`src/spql_pkg.sv`:
```
// ----------------------------------------------------------------------------
// spql_pkg
// Shared constants and controller/datapath handshake types for the sorted
// insertion priority list.
// ----------------------------------------------------------------------------
package spql_pkg;

    // List geometry
    localparam int DEPTH    = 16;
    localparam int CNT_W    = $clog2(DEPTH + 1);

    // Field widths
    localparam int KEY_W    = 8;
    localparam int CHAR_W   = 8;
    localparam int SEQ_W    = 5;
    localparam int STATUS_W = 16;
    localparam int DROP_W   = 8;

    localparam logic [DROP_W-1:0] DROP_MAX = '1;

    // Request operation codes
    localparam logic FUNC_INSERT = 1'b0;
    localparam logic FUNC_DRAIN  = 1'b1;

    // Commands from controller to datapath
    typedef struct packed {
        logic latch;      // capture the insert record
        logic insert;     // place the captured record (or count a drop)
        logic seq_clear;  // restart the sequence id for a new drain
        logic load;       // move the head record into the output register
    } spql_cmd_t;

    // Status from datapath to controller
    typedef struct packed {
        logic empty;      // no records held
        logic one_left;   // exactly one record held
    } spql_sts_t;

endpackage

```
`src/sorted_insert_priority_list.sv`:
```
// ----------------------------------------------------------------------------
// Insert: request captured on acceptance, record placed in the next cycle.
// Drain: one record per cycle from the row head into the output register
// while the output slot is free; a held record waits there on out_ready.
// A new request is taken once the controller is back in idle.
// Reset clears the count, drop counter and sequence state; the row is not.
// ----------------------------------------------------------------------------
// sorted_insert_priority_list
// Descending-power record list with compare-and-shift insert and in-order
// drain with product status.
// ----------------------------------------------------------------------------
module sorted_insert_priority_list
    import spql_pkg::*;
(
    input  logic                clk,
    input  logic                rst_n,
    input  logic                in_valid,
    output logic                in_ready,
    input  logic                func,
    input  logic [KEY_W-1:0]    power,
    input  logic [CHAR_W-1:0]   first_char,
    output logic                out_valid,
    input  logic                out_ready,
    output logic [SEQ_W-1:0]    seq_id,
    output logic [KEY_W-1:0]    power_out,
    output logic [CHAR_W-1:0]   char_out,
    output logic [STATUS_W-1:0] status,
    output logic [DROP_W-1:0]   dropped,
    output logic                last
);

    spql_cmd_t cmd;
    spql_sts_t sts;

    spql_ctrl u_ctrl (
        .clk       (clk),
        .rst_n     (rst_n),
        .in_valid  (in_valid),
        .in_ready  (in_ready),
        .func      (func),
        .out_valid (out_valid),
        .out_ready (out_ready),
        .cmd       (cmd),
        .sts       (sts)
    );

    spql_dp u_dp (
        .clk        (clk),
        .rst_n      (rst_n),
        .power      (power),
        .first_char (first_char),
        .cmd        (cmd),
        .sts        (sts),
        .seq_id     (seq_id),
        .power_out  (power_out),
        .char_out   (char_out),
        .status     (status),
        .dropped    (dropped),
        .last       (last)
    );

`ifndef SYNTHESIS
    // Not ready in the cycle after taking a request
    assert property (@(posedge clk) disable iff (!rst_n)
        in_valid && in_ready |=> !in_ready)
    else $error("request accepted on back-to-back cycles");

    // Never pull a record from an empty list
    assert property (@(posedge clk) disable iff (!rst_n)
        cmd.load |-> !sts.empty)
    else $error("drain load from empty list");

    // Placement always follows a capture
    assert property (@(posedge clk) disable iff (!rst_n)
        cmd.insert |-> $past(cmd.latch))
    else $error("insert without captured record");
`endif

endmodule

```
`src/spql_ctrl.sv`:
```
// ----------------------------------------------------------------------------
// spql_ctrl
// Controller: accepts requests, sequences insert and drain, and owns the
// output valid flag.
// ----------------------------------------------------------------------------
module spql_ctrl
    import spql_pkg::*;
(
    input  logic      clk,
    input  logic      rst_n,
    input  logic      in_valid,
    output logic      in_ready,
    input  logic      func,
    output logic      out_valid,
    input  logic      out_ready,
    output spql_cmd_t cmd,
    input  spql_sts_t sts
);

    localparam logic [1:0] S_IDLE  = 2'd0;
    localparam logic [1:0] S_INS   = 2'd1;
    localparam logic [1:0] S_DRAIN = 2'd2;

    logic [1:0] state_reg;
    logic [1:0] state_next;
    logic       out_valid_reg;
    logic       out_valid_next;
    logic       slot_free;

    assign in_ready  = (state_reg == S_IDLE);
    assign out_valid = out_valid_reg;
    assign slot_free = !out_valid_reg || out_ready;

    // Decode state into commands and next state
    always_comb
    begin
        state_next = state_reg;
        cmd        = '0;
        unique case (state_reg)
            S_IDLE:
            begin
                if (in_valid)
                begin
                    if (func == FUNC_INSERT)
                    begin
                        cmd.latch  = 1'b1;
                        state_next = S_INS;
                    end
                    else
                    begin
                        cmd.seq_clear = 1'b1;
                        state_next    = S_DRAIN;
                    end
                end
            end
            S_INS:
            begin
                cmd.insert = 1'b1;
                state_next = S_IDLE;
            end
            S_DRAIN:
            begin
                if (sts.empty)
                begin
                    state_next = S_IDLE;
                end
                else if (slot_free)
                begin
                    cmd.load = 1'b1;
                    if (sts.one_left)
                    begin
                        state_next = S_IDLE;
                    end
                end
            end
            default:
            begin
                state_next = S_IDLE;
            end
        endcase
    end

    // Fill or empty the output slot
    always_comb
    begin
        if (cmd.load)
        begin
            out_valid_next = 1'b1;
        end
        else if (out_ready)
        begin
            out_valid_next = 1'b0;
        end
        else
        begin
            out_valid_next = out_valid_reg;
        end
    end

    always_ff @(posedge clk or negedge rst_n)
    begin
        if (!rst_n)
        begin
            state_reg     <= S_IDLE;
            out_valid_reg <= 1'b0;
        end
        else
        begin
            state_reg     <= state_next;
            out_valid_reg <= out_valid_next;
        end
    end

endmodule

```
`src/spql_dp.sv`:
```
// ----------------------------------------------------------------------------
// spql_dp
// Datapath: sorted record row with parallel compare-and-shift insert,
// shift-out drain into the output register, drop counter.
// ----------------------------------------------------------------------------
module spql_dp
    import spql_pkg::*;
(
    input  logic                clk,
    input  logic                rst_n,
    input  logic [KEY_W-1:0]    power,
    input  logic [CHAR_W-1:0]   first_char,
    input  spql_cmd_t           cmd,
    output spql_sts_t           sts,
    output logic [SEQ_W-1:0]    seq_id,
    output logic [KEY_W-1:0]    power_out,
    output logic [CHAR_W-1:0]   char_out,
    output logic [STATUS_W-1:0] status,
    output logic [DROP_W-1:0]   dropped,
    output logic                last
);

    logic [KEY_W-1:0]    key_reg  [DEPTH];
    logic [KEY_W-1:0]    key_next [DEPTH];
    logic [CHAR_W-1:0]   byte_reg [DEPTH];
    logic [CHAR_W-1:0]   byte_next[DEPTH];
    logic [CNT_W-1:0]    count_reg;
    logic [DROP_W-1:0]   drop_reg;
    logic [SEQ_W-1:0]    seq_reg;
    logic [KEY_W-1:0]    pw_reg;
    logic [CHAR_W-1:0]   ch_reg;
    logic [SEQ_W-1:0]    seq_out_reg;
    logic [KEY_W-1:0]    pw_out_reg;
    logic [CHAR_W-1:0]   ch_out_reg;
    logic [STATUS_W-1:0] status_reg;
    logic [DROP_W-1:0]   drop_out_reg;
    logic                last_reg;
    logic [DEPTH-1:0]    at_pos;
    logic [DEPTH-1:0]    ge_pos;
    logic                full;
    logic                head_wins;

    assign full         = (count_reg == CNT_W'(DEPTH));
    assign sts.empty    = (count_reg == '0);
    assign sts.one_left = (count_reg == CNT_W'(1));

    // New record goes to the head when the list is empty or it beats the head
    assign head_wins = (count_reg == '0) || (pw_reg > key_reg[0]);

    // Find the insert position: first slot after the head holding a key
    // not above the new one, or the first free slot
    always_comb
    begin
        for (int i = 0; i < DEPTH; i++)
        begin
            if (i == 0)
            begin
                at_pos[i] = head_wins;
            end
            else
            begin
                at_pos[i] = head_wins || (CNT_W'(i) >= count_reg) ||
                            (key_reg[i] <= pw_reg);
            end
        end
        ge_pos[0] = at_pos[0];
        for (int i = 1; i < DEPTH; i++)
        begin
            ge_pos[i] = ge_pos[i-1] || at_pos[i];
        end
    end

    // Row next values: shift right on insert, shift left on drain
    always_comb
    begin
        for (int i = 0; i < DEPTH; i++)
        begin
            key_next[i]  = key_reg[i];
            byte_next[i] = byte_reg[i];
        end
        if (cmd.insert && !full)
        begin
            if (ge_pos[0])
            begin
                key_next[0]  = pw_reg;
                byte_next[0] = ch_reg;
            end
            for (int i = 1; i < DEPTH; i++)
            begin
                if (ge_pos[i-1])
                begin
                    key_next[i]  = key_reg[i-1];
                    byte_next[i] = byte_reg[i-1];
                end
                else if (ge_pos[i])
                begin
                    key_next[i]  = pw_reg;
                    byte_next[i] = ch_reg;
                end
            end
        end
        else if (cmd.load)
        begin
            for (int i = 0; i < DEPTH - 1; i++)
            begin
                key_next[i]  = key_reg[i+1];
                byte_next[i] = byte_reg[i+1];
            end
        end
    end

    // Record row and captured request
    always_ff @(posedge clk)
    begin
        for (int i = 0; i < DEPTH; i++)
        begin
            key_reg[i]  <= key_next[i];
            byte_reg[i] <= byte_next[i];
        end
        if (cmd.latch)
        begin
            pw_reg <= power;
            ch_reg <= first_char;
        end
    end

    // Count, drop counter and sequence id
    always_ff @(posedge clk or negedge rst_n)
    begin
        if (!rst_n)
        begin
            count_reg <= '0;
            drop_reg  <= '0;
            seq_reg   <= '0;
        end
        else
        begin
            if (cmd.insert)
            begin
                if (full)
                begin
                    if (drop_reg != DROP_MAX)
                    begin
                        drop_reg <= drop_reg + DROP_W'(1);
                    end
                end
                else
                begin
                    count_reg <= count_reg + CNT_W'(1);
                end
            end
            else if (cmd.load)
            begin
                count_reg <= count_reg - CNT_W'(1);
            end
            if (cmd.seq_clear)
            begin
                seq_reg <= '0;
            end
            else if (cmd.load)
            begin
                seq_reg <= seq_reg + SEQ_W'(1);
            end
        end
    end

    // Output register: take the head record
    always_ff @(posedge clk)
    begin
        if (cmd.load)
        begin
            seq_out_reg  <= seq_reg + SEQ_W'(1);
            pw_out_reg   <= key_reg[0];
            ch_out_reg   <= byte_reg[0];
            status_reg   <= STATUS_W'(key_reg[0]) * STATUS_W'(byte_reg[0]);
            drop_out_reg <= drop_reg;
            last_reg     <= sts.one_left;
        end
    end

    assign seq_id    = seq_out_reg;
    assign power_out = pw_out_reg;
    assign char_out  = ch_out_reg;
    assign status    = status_reg;
    assign dropped   = drop_out_reg;
    assign last      = last_reg;

endmodule
```
`config.mk`:
```
export PLATFORM = sky130hd
export DESIGN_NAME = sorted_insert_priority_list
export DESIGN_NICKNAME = d
export VERILOG_FILES = /design/src/spql_pkg.sv /design/src/sorted_insert_priority_list.sv /design/src/spql_ctrl.sv /design/src/spql_dp.sv
export SDC_FILE = /design/constraint.sdc
export NUM_CORES = 1
export LEC_CHECK = 0
export ABC_AREA = 1
export BUFFER_PORTS_ARGS = -buffer_cell sky130_fd_sc_hd__buf_2
export CAP_MARGIN = 20
export CORE_MARGIN = 2
export CORE_UTILIZATION = 30
export CTS_CLUSTER_DIAMETER = 200
export DETAILED_ROUTE_END_ITERATION = 8
export PLACE_DENSITY = 0.42
export SLEW_MARGIN = 25
export SYNTH_ARGS = -nofsm -noshare
export SYNTH_HDL_FRONTEND = slang
export SYNTH_HIERARCHICAL = 1
export SYNTH_SLANG_ARGS = --single-unit
```
`constraint.sdc`:
```
create_clock -name clk -period 11 [get_ports clk]
set_input_delay 0 -clock clk [delete_from_list [all_inputs] [get_ports clk]]
set_output_delay 0 -clock clk [all_outputs]
set_load 0.03 [all_outputs]
```
==> metrics <==
outcome=complete, no violations; post-synth top area share=0.469; DRC Markers=0; final design utilization=0.347; Achievable Freq=0.180 GHz; CP Max Fanout=20; final instance area=0.0233 mm²; XOR/XNOR Fraction of Synth Area=0.0116; Synth Register Bits=between 300 and 400; final WL=69,600 µm; CP Capture Type=flop; Post-CTS Setup Inserts=0; Top Ports=just under 70; gp weighted congestion=0.848; Reg2Reg Depth=17; Hold Buf Count CTS=23; PD cells=about 380 mW/mm²; largest net degree at the start of global routing=74; asr flop ratio synth=0.0619; crit path launch type=flop; Detailed Place HPWL=a little over 50,000 µm; Final Hold Viols=0; CP arrival=between 5 and 6 ns; gr ovfl total=0; Post-Synth Simple-Gate Area=0.171; R2R Setup Slk=roughly 5.4 ns; first-pass GRT wire length=105,000 µm; Peak VDD IR=0.292 mV; Slew @ Worst Pin=1.06 ns; Setup TNS Final=0 ns; die area=about 0.07 mm²; dpl cell area=~0.022 mm²; top cells by area, synth=edfxtp_1 47%, nand2_1 13%, ha_1 11%; netlist area before placement=0.0204 mm²; Final ANT Viol Nets=0; Clock Skew=0.0144 ns; routed length per instance=~22 µm; register area share after synthesis=0.495; antenna violations before repair=2; post-synthesis compound-gate area fraction=0.116; Post-synth EDFFs=roughly 320; period utilisation layout=0.506; Post-CTS Resized=0; Mapped Nets=about 2,400; Die Y=roughly 260 µm; multiplexer share of the synthesized area=0.000553; Yosys warning total=6; largest family of logic cells by synthesized area=simple AND/OR/NAND/NOR gates; CTS tree=built; Yosys cell types=52; final setup fails=0; # nets final=~2,500; H-tree levels=2; Final Slew Violations=0; vias per inst=about 5; predominant post-synthesis flop cell=edfxtp_1; CP Data Required Time=between 10 and 15 ns; critical path class=flop to flop; CTS root buf=clkbuf_16; Die X-Extent=approximately 260 µm; number of port buffers=68; synthesized instance count=between 2,000 and 2,500; clk_lat worst skew=0.57 ns; Area growth, synth to finish=14.5%; Clock Pin Slew Worst Setup and Hold Paths=~0.060 ns; mean post-synth cell area=between 9 and 10 µm²; drt first-iter violations=1,268; vias=~16,000; vias in the first global route=about 16,000; core area=about 0.067 mm²; Hold/Removal Path Class=input pin to asynchronous set/reset pin; Adder-Cell Fraction of Synth Area=0.141; Max Root-Sink Buffers=3; RSZ-0062 raised after global routing=no; GR Util All Layers=0.199; Leak=10.9 nW; n_diodes=0; # rows=95; largest area contributor in the netlist=edfxtp_1; Slew headroom=0.292; TritonCTS Buffers=43; fraction of layout cells with a size suffix above 1=0.108; min Tclk post-route=5.56 ns; total power=between 8 and 9 mW; max-cap violations=0; DRT Pass-1 Iters=7; CTS Sinks=339; initial core utilization=0.303
path summary, 6_finish.rpt:
kind | from | to
max | u_dp/pw_reg[4] | u_dp/byte_reg[1][47]
min | rst_n | u_dp/drop_reg[3]
max reg2reg | u_dp/pw_reg[4] | u_dp/byte_reg[1][47]
min reg2reg | u_dp/drop_reg[1] | u_dp/dropped[1]
max in group asynchronous | rst_n | u_dp/count_reg[2]
min in group clk | first_char[1] | u_dp/ch_reg[1]
kinds of logic after synthesis:
kind of cell,after synthesis
mux,1
simple gates,846
xor+xnor,27
compound gates,400
buf+inv,337
fa+ha+maj,207
flops,339
power breakdown:
part | switching [mW] | internal [mW] | total (mW)
sequential | 0.604 | 2.48 | 3.09
combinational | 2.80 | 1.55 | 4.35
clock | 0.572 | 0.885 | 1.46
cells in the mapped netlist, types with 3 or more instances:
library cell  count
nand4_1          11
inv_2             8
o21ai_1          28
fa_1             36
a21o_1            4
buf_4             3
ha_1            171
nand3_1          21
xor2_1           20
o21ai_2          16
clkbuf_1         84
xnor2_1           7
nor2_1           75
dfrtp_1          21
nor2_2            3
buf_6             5
nand2_1         706
o211ai_1          5
o22ai_1         162
edfxtp_1        318
o21a_1            3
inv_1           229
buf_2             6
nor3_1            3
o21ai_0          99
nand2_2           6
nand4_4           4
a21oi_1          66
nor2_8            4
a21oi_2           3
area by class of cell:
type / count / area, µm²
clock buffers: 58 / 1200
clock inverters: 21 / 236
fillers: 6818 / 43800
inverters: 238 / 893
multi-input cells: 1481 / 9040
flip-flops and latches: 339 / 10100
well taps: 873 / 1090
repair buffers: 119 / 776
cell usage in the layout, fill, tap and decap left out, types with 22 or more instances in the layout:
cell / netlist / routed
nand2_1: 706 / 704
edfxtp_1: 318 / 318
inv_1: 229 / 229
ha_1: 171 / 171
o22ai_1: 162 / 162
o21ai_0: 99 / 91
buf_2: 6 / 69
a21oi_1: 66 / 65
nor2_1: 75 / 54
clkbuf_16: 0 / 45
o21ai_1: 28 / 36
fa_1: 36 / 36
buf_4: 3 / 28
nor2_2: 3 / 23
dlygate4sd3_1: 0 / 22
critical path, stage by stage (launching register included):
cell and delay, ns:
edfxtp_1 0.39, inv_1 0.78, ha_1 0.38, nand2_1 0.06
nor2_1 0.05, nand2_1 0.08, nand3_2 0.10, a21oi_4 0.18
nand3_4 0.12, nor2_8 0.31, nand4_4 0.21, nor2_8 0.31
nand4_4 0.17, nor2_2 0.12, buf_4 0.26, nand4_2 0.50
nand2_2 0.52, nand2_1 0.55
metrics by stage:
| step | hold WS [ns] | std cells | worst slack (ns) |
|---|---|---|---|
| floorplan | -0.296 | 2157 | 6.35 |
| global placement | -0.00120 | 3027 | 5.45 |
| detailed placement | 0.00826 | 3027 | 5.43 |
| CTS | 0.103 | 3129 | 5.38 |
| global route | 0.0965 | 3129 | 4.94 |
| finish | 0.0442 | 3129 | 5.44 |
metal layers:
layer / wire [µm] / global-route usage / up-vias
met5: 0 / 0 / -
met2: 33300 / 0.337 / 419
met4: 1860 / 0.0605 / 0
li1: - / - / 7502
met1: 31000 / 0.262 / 7765
met3: 3410 / 0.0319 / 115
No activity file was read; power rests on OpenSTA's default activity.
